<file path="config.mk">
export PLATFORM = sky130hd
export DESIGN_NAME = sra_cell
export DESIGN_NICKNAME = d
export VERILOG_FILES = /design/src/hw/rtl/sra_pkg.sv /design/src/hw/rtl/sra_cell.sv
export SDC_FILE = /design/constraint.sdc
export NUM_CORES = 1
export LEC_CHECK = 0
export BUFFER_PORTS_ARGS = -buffer_cell sky130_fd_sc_hd__buf_2
export CORE_UTILIZATION = 55
export DETAILED_ROUTE_END_ITERATION = 16
export PLACE_DENSITY = 0.82
export SYNTH_ARGS = -nofsm -noshare
export SYNTH_HDL_FRONTEND = slang
export SYNTH_SLANG_ARGS = --single-unit
export TNS_END_PERCENT = 1
</file>
<file path="constraint.sdc">
create_clock -name clk -period 4 [get_ports clk]
set_clock_uncertainty 0.2 [all_clocks]
set_input_delay 0.8 -clock clk [delete_from_list [all_inputs] [get_ports clk]]
set_output_delay 0.8 -clock clk [all_outputs]
set_load 0.02 [all_outputs]
</file>
<file path="src/hw/rtl/sra_pkg.sv">
// ----------------------------------------------------------------------------
// sra_pkg
// Types and constants for the segment rotate-about-pivot core.
// ----------------------------------------------------------------------------
package sra_pkg;

  localparam int COORD_W    = 24;
  localparam int ANGLE_W    = 16;
  localparam int GUARD_BITS = 6;
  localparam int DATA_W     = 34;
  localparam int Z_W        = 34;
  localparam int PROD_W     = 64;
  localparam int MAX_STAGES = 32;
  localparam int RES_W      = PROD_W - 30 - GUARD_BITS;
  localparam int SUM_W      = RES_W + 1;

  // gain 0.6072529350 in Q30
  localparam logic signed [30:0] GAIN_Q30 = 31'sd652032874;

  localparam logic signed [COORD_W-1:0] COORD_MAX = 24'sh7FFFFF;
  localparam logic signed [COORD_W-1:0] COORD_MIN = 24'sh800000;

  // atan(2^-i) in 2^-32 turn units
  localparam logic [31:0] ATAN_LUT [MAX_STAGES] = '{
    32'h20000000, 32'h12E4051D, 32'h09FB385B, 32'h051111D4,
    32'h028B0D43, 32'h0145D7E1, 32'h00A2F61E, 32'h00517C55,
    32'h0028BE53, 32'h00145F2E, 32'h000A2F98, 32'h000517CC,
    32'h00028BE6, 32'h000145F3, 32'h0000A2F9, 32'h0000517C,
    32'h000028BE, 32'h0000145F, 32'h00000A2F, 32'h00000517,
    32'h0000028B, 32'h00000145, 32'h000000A2, 32'h00000051,
    32'h00000028, 32'h00000014, 32'h0000000A, 32'h00000005,
    32'h00000002, 32'h00000001, 32'h00000000, 32'h00000000
  };

  typedef struct packed {
    logic signed [DATA_W-1:0]  x0;
    logic signed [DATA_W-1:0]  y0;
    logic signed [DATA_W-1:0]  x1;
    logic signed [DATA_W-1:0]  y1;
    logic signed [Z_W-1:0]     z;
    logic signed [COORD_W-1:0] px;
    logic signed [COORD_W-1:0] py;
  } sra_pipe_t;

  typedef struct packed {
    logic signed [COORD_W-1:0] new_first_x;
    logic signed [COORD_W-1:0] new_first_y;
    logic signed [COORD_W-1:0] new_second_x;
    logic signed [COORD_W-1:0] new_second_y;
    logic                      clipped;
  } sra_result_t;

endpackage

</file>
<file path="src/hw/rtl/sra_cell.sv">
// ----------------------------------------------------------------------------
// sra_cell
// One CORDIC rotation stage for both endpoints, sharing the angle residual.
// ----------------------------------------------------------------------------
module sra_cell
  import sra_pkg::*;
#(
  parameter int STAGE = 0
) (
  input  logic      clk,
  input  logic      rst_n,
  input  logic      en,
  input  logic      valid_i,
  input  sra_pipe_t data_i,
  output logic      valid_o,
  output sra_pipe_t data_o
);

  localparam logic signed [Z_W-1:0] ATAN_Z = Z_W'(ATAN_LUT[STAGE]);

  logic              valid_r;
  sra_pipe_t         data_r;
  sra_pipe_t         data_nxt;
  logic signed [DATA_W-1:0] x0, y0, x1, y1;
  logic signed [Z_W-1:0]    z;

  always_comb begin
    x0 = data_i.x0;
    y0 = data_i.y0;
    x1 = data_i.x1;
    y1 = data_i.y1;
    z  = data_i.z;
    data_nxt = data_i;
    if (!z[Z_W-1]) begin
      data_nxt.x0 = x0 - (y0 >>> STAGE);
      data_nxt.y0 = y0 + (x0 >>> STAGE);
      data_nxt.x1 = x1 - (y1 >>> STAGE);
      data_nxt.y1 = y1 + (x1 >>> STAGE);
      data_nxt.z  = z - ATAN_Z;
    end else begin
      data_nxt.x0 = x0 + (y0 >>> STAGE);
      data_nxt.y0 = y0 - (x0 >>> STAGE);
      data_nxt.x1 = x1 + (y1 >>> STAGE);
      data_nxt.y1 = y1 - (x1 >>> STAGE);
      data_nxt.z  = z + ATAN_Z;
    end
  end

  always_ff @(posedge clk) begin
    if (!rst_n) begin
      valid_r <= 1'b0;
    end else if (en) begin
      valid_r <= valid_i;
    end
  end

  always_ff @(posedge clk) begin
    if (en) begin
      data_r <= data_nxt;
    end
  end

  assign valid_o = valid_r;
  assign data_o  = data_r;

endmodule

</file>
# ---- Yosys cells after proc, flatten, opt, wreduce, memory -nomap -nowiden
# Cells that the tools add are included.
dict set report word_totals {
  regBits 219
  inputBits 222
  out_inout_bits 219
  wordCells 17
}
dict set report op_classes {
  add_sub_neg 8
  muxes 1
}
# cell n
set op_table {}
lappend op_table {{170-bit two-way mux} 1}
lappend op_table {{34-bit subtractor} 4}
lappend op_table {{34-bit adder} 2}
lappend op_table {{34-bit by 31-bit adder with 34-bit output, second input constant} 1}
lappend op_table {{34-bit by 31-bit subtractor with 34-bit output, second input constant} 1}

# ---- Longest topological paths before layout
dict set report depth {
  ltp_word 2
  mapped_depth 13
  ltp_nobuf 12
}

# ---- Worst setup path before layout
# Ideal clock, no wire load.
dict set report synth_timing {
  path_kind {in2reg}
  startpoint {in data_i[150] (netlist name)}
  endpoint {reg data_r, in the netlist data_o[168], data pin}
  setup_time_ps 259
  t_arrival_ps 2982
  required_ps 3541
  path_slack_ps 559
  cell_stages 11
  path_buffers 0
  cell_sequence {ha_1 fa_1 nor2b_1 o211ai_1 nand2_2 a221oi_2 o221ai_1 a21oi_1 o31ai_1 o21ai_0 xnor2_1}
}
# element line_no
set synth_rtl {}
lappend synth_rtl {{start: declaration} sra_cell.sv:14} ;# input sra_pipe_t data_i,
lappend synth_rtl {{end signal: assignment} sra_cell.sv:59} ;# data_r <= data_nxt;
lappend synth_rtl {{end: declaration} sra_cell.sv:22} ;# sra_pipe_t data_r;

==> impl_metrics.ini <==
[sta]
max_slew_margin_pct = 42.1
final_max_slew_viol_count = 0
finalHoldViolCount = 0
timing.setup.tns_ns = 0
fmax_mhz = 279
fin_crit_sh_pct = 89.7
min_period_ns = 3.59
rsz0062_at_grt = no
setup_viol = 0
worst_pin_slew_ns = 0.862
hold_ws_ns = 0.222

[synth]
synth_top_area_share_pct = 35.6
ys_seq_elements = 217
synth_common_cells = a21oi_1, edfxtp_1, inv_1
yosysWarnings = 0
synth_area_per_cell_um2 = 9.11
syn-num-nets = 2430
yosysMostFrequentCell = a21oi_1
synthFlopType = edfxtp_1
syn-cell-area_um2 = 18200
synthTopCellsByArea = edfxtp_1, ha_1, a21oi_1, xnor2_1, inv_1
synth-edff-count = 216
post_synth_inst_count = 2000
synth_seq_area_share_pct = 35.7
async_reset_ff_share_pct = 0
yosysUniqueCellTypes = 89
yosysTopAreaCell = edfxtp_1

[clock_network]
hold_buffers = 0
h-tree-depth = 1
ctsResizeCount = 0
clk_pin_slew_worst_paths_ns = 0.06
clkLatencyLatePin_ns = 0.55
clockBufferDepth = 3
cts_root_buf = clkbuf_16
post_cts_buffers = 0
cts_tree = built
cts_sinks = 217
cts_buffers = 24

[routing]
routedWlPerCell_um = 20.8
drc = 0
drtIter0Drc = 1827
dr.pass1.iters = 6
viasPerCell = 5.94
num_vias = 17700
drt-total-wl_um = 62100
ant_nets = 0

[critical_path]
rr_startpoint = valid_o
cpMaxStageDelayCell = ha_1
r2r.worst_path.cells = 2
r2r-end = valid_o
start_kind = primary input
cp-end-kind = register
path_buf_inv = 2
slowest_delay_ns = 0.58
critical_path_class = primary input to register
cp_top_family = compound AO/OA/AOI/OAI gates
ff2ff_setup_slack_ns = 3.20
required_ns = 4.09
worstPathArrival_ns = 3.68
path_max_fanout = 13
crit_chain = buf_2 -> inv_1 -> ha_1 -> nand4_1 -> nor4_1 -> o21ai_0 -> a31oi_1 -> nor3_1 -> o31ai_1 -> nand3_1 -> a32oi_1 -> xor2_1

[global_routing]
grt_max_degree = 176
antenna_found_initial = 15
grt_pass1_wl_um = 92600
grt-ovfl-total = 0
grt_use_total_pct = 35.1
grt_pass1_vias = 17200

[die]
fp.coreArea_um2 = 32500
die_area_um2 = 33900
fp-row-count = 66
die_w_um = 184
ios = 441
initial_core_util_pct = 56.0
die_h_um = 184

[final_layout]
layout.nets = 2937
utilization_pct = 68.9
syn_to_final_growth_pct = 22.9
drive_gt1_share_pct = 25.4

[hold_path]
hold_start = data_i[59]
holdPathEnd = data_o[59]
min_path_cells = 1
hp-class = primary input to register

[place]
dp.final_hpwl_um = 48800
portBuffers = 440
gp_congestion = 1.01

[power_and_ir_drop]
p_leak_nw = 10.1
p_total_w = 0.00834
vdd_drop_max_v = 0.000318
powerDensity_nw_per_um2 = 372

[run]
maxCapViolCount = 0

[outcome]
status = finished, final reports clean
-- cells in the final DEF (no fill, tap or decap), types with 19 or more instances in the layout --
| master | synthesis | routed |
|---|---|---|
| o21ai_0 | 146 | 146 |
| nor2b_1 | 31 | 31 |
| edfxtp_1 | 216 | 216 |
| inv_1 | 202 | 201 |
| a21o_1 | 41 | 41 |
| nand4_1 | 22 | 22 |
| o31ai_1 | 25 | 25 |
| clkbuf_16 | 0 | 24 |
| buf_4 | 8 | 124 |
| nand2b_1 | 19 | 19 |
| xor2_1 | 19 | 19 |
| mux2i_1 | 30 | 30 |
| buf_2 | 22 | 438 |
| ha_1 | 201 | 201 |
| nand2_1 | 79 | 79 |
| nor3_1 | 52 | 52 |
| xnor2_1 | 113 | 113 |
| a21oi_1 | 250 | 250 |
| nor2_1 | 158 | 158 |
| o21bai_1 | 46 | 46 |
-- final cells by class --
type | count | area, um2
multi-input combinational | 1487 | 10500
fill | 2667 | 10100
sequential | 217 | 6510
timing repair buffer | 566 | 3200
inverter | 211 | 792
clock buffer | 28 | 616
tap | 442 | 553
clock inverter | 14 | 169
antenna | 15 | 37.5
-- logic make-up after synthesis --
logic type / synth area share [%]
AND/OR/NAND/NOR: 12.0
flip-flops: 35.7
buffers and inverters: 6.50
AO/OA/AOI/OAI: 23.3
XOR/XNOR: 6.34
adder cells (fa/ha/maj): 14.6
multiplexers: 1.65
-- where the power goes --
| group | internal, W | switching (W) | total [W] |
|---|---|---|---|
| clock | 0.00130 | 0.000956 | 0.00226 |
| combinational | 0.00113 | 0.00194 | 0.00308 |
| sequential | 0.00292 | 0.0000960 | 0.00301 |
| total | 0.00535 | 0.00300 | 0.00834 |
-- stage by stage --
stage               setup slack (ns)  instance area, um2  instances
detailed placement           -0.0875               21600       2923
finish                         0.412               22400       2980
floorplan                      0.559               18200       2000
global route                   0.138               22400       2975
global placement             -0.0835               21600       2923
CTS                            0.446               22400       2965
-- per-layer routing --
metal	wire, um	vias to the layer above	global-route usage (%)
met5	26	-	0
met4	2280	4	15.3
met3	5220	147	5.33
met2	29800	1005	59.9
met1	24800	8322	44.0
li1	-	8227	-
-- worst max-delay path by stage --
stage | startpoint | endpoint | depth (start not counted)
CTS | data_i[94] | data_o[115] | 12
global placement | data_i[94] | data_o[149] | 13
finish | data_i[94] | data_o[115] | 12
global route | data_i[94] | data_o[115] | 12
floorplan | data_i[150] | data_o[168] | 11
detailed placement | data_i[94] | data_o[115] | 12
-- flip-flops by register name, summed over array words and instances, names as in the netlist --
register / cells
data_o: 216
valid_o: 1
Note: power is estimated with default switching activity, not from simulation.
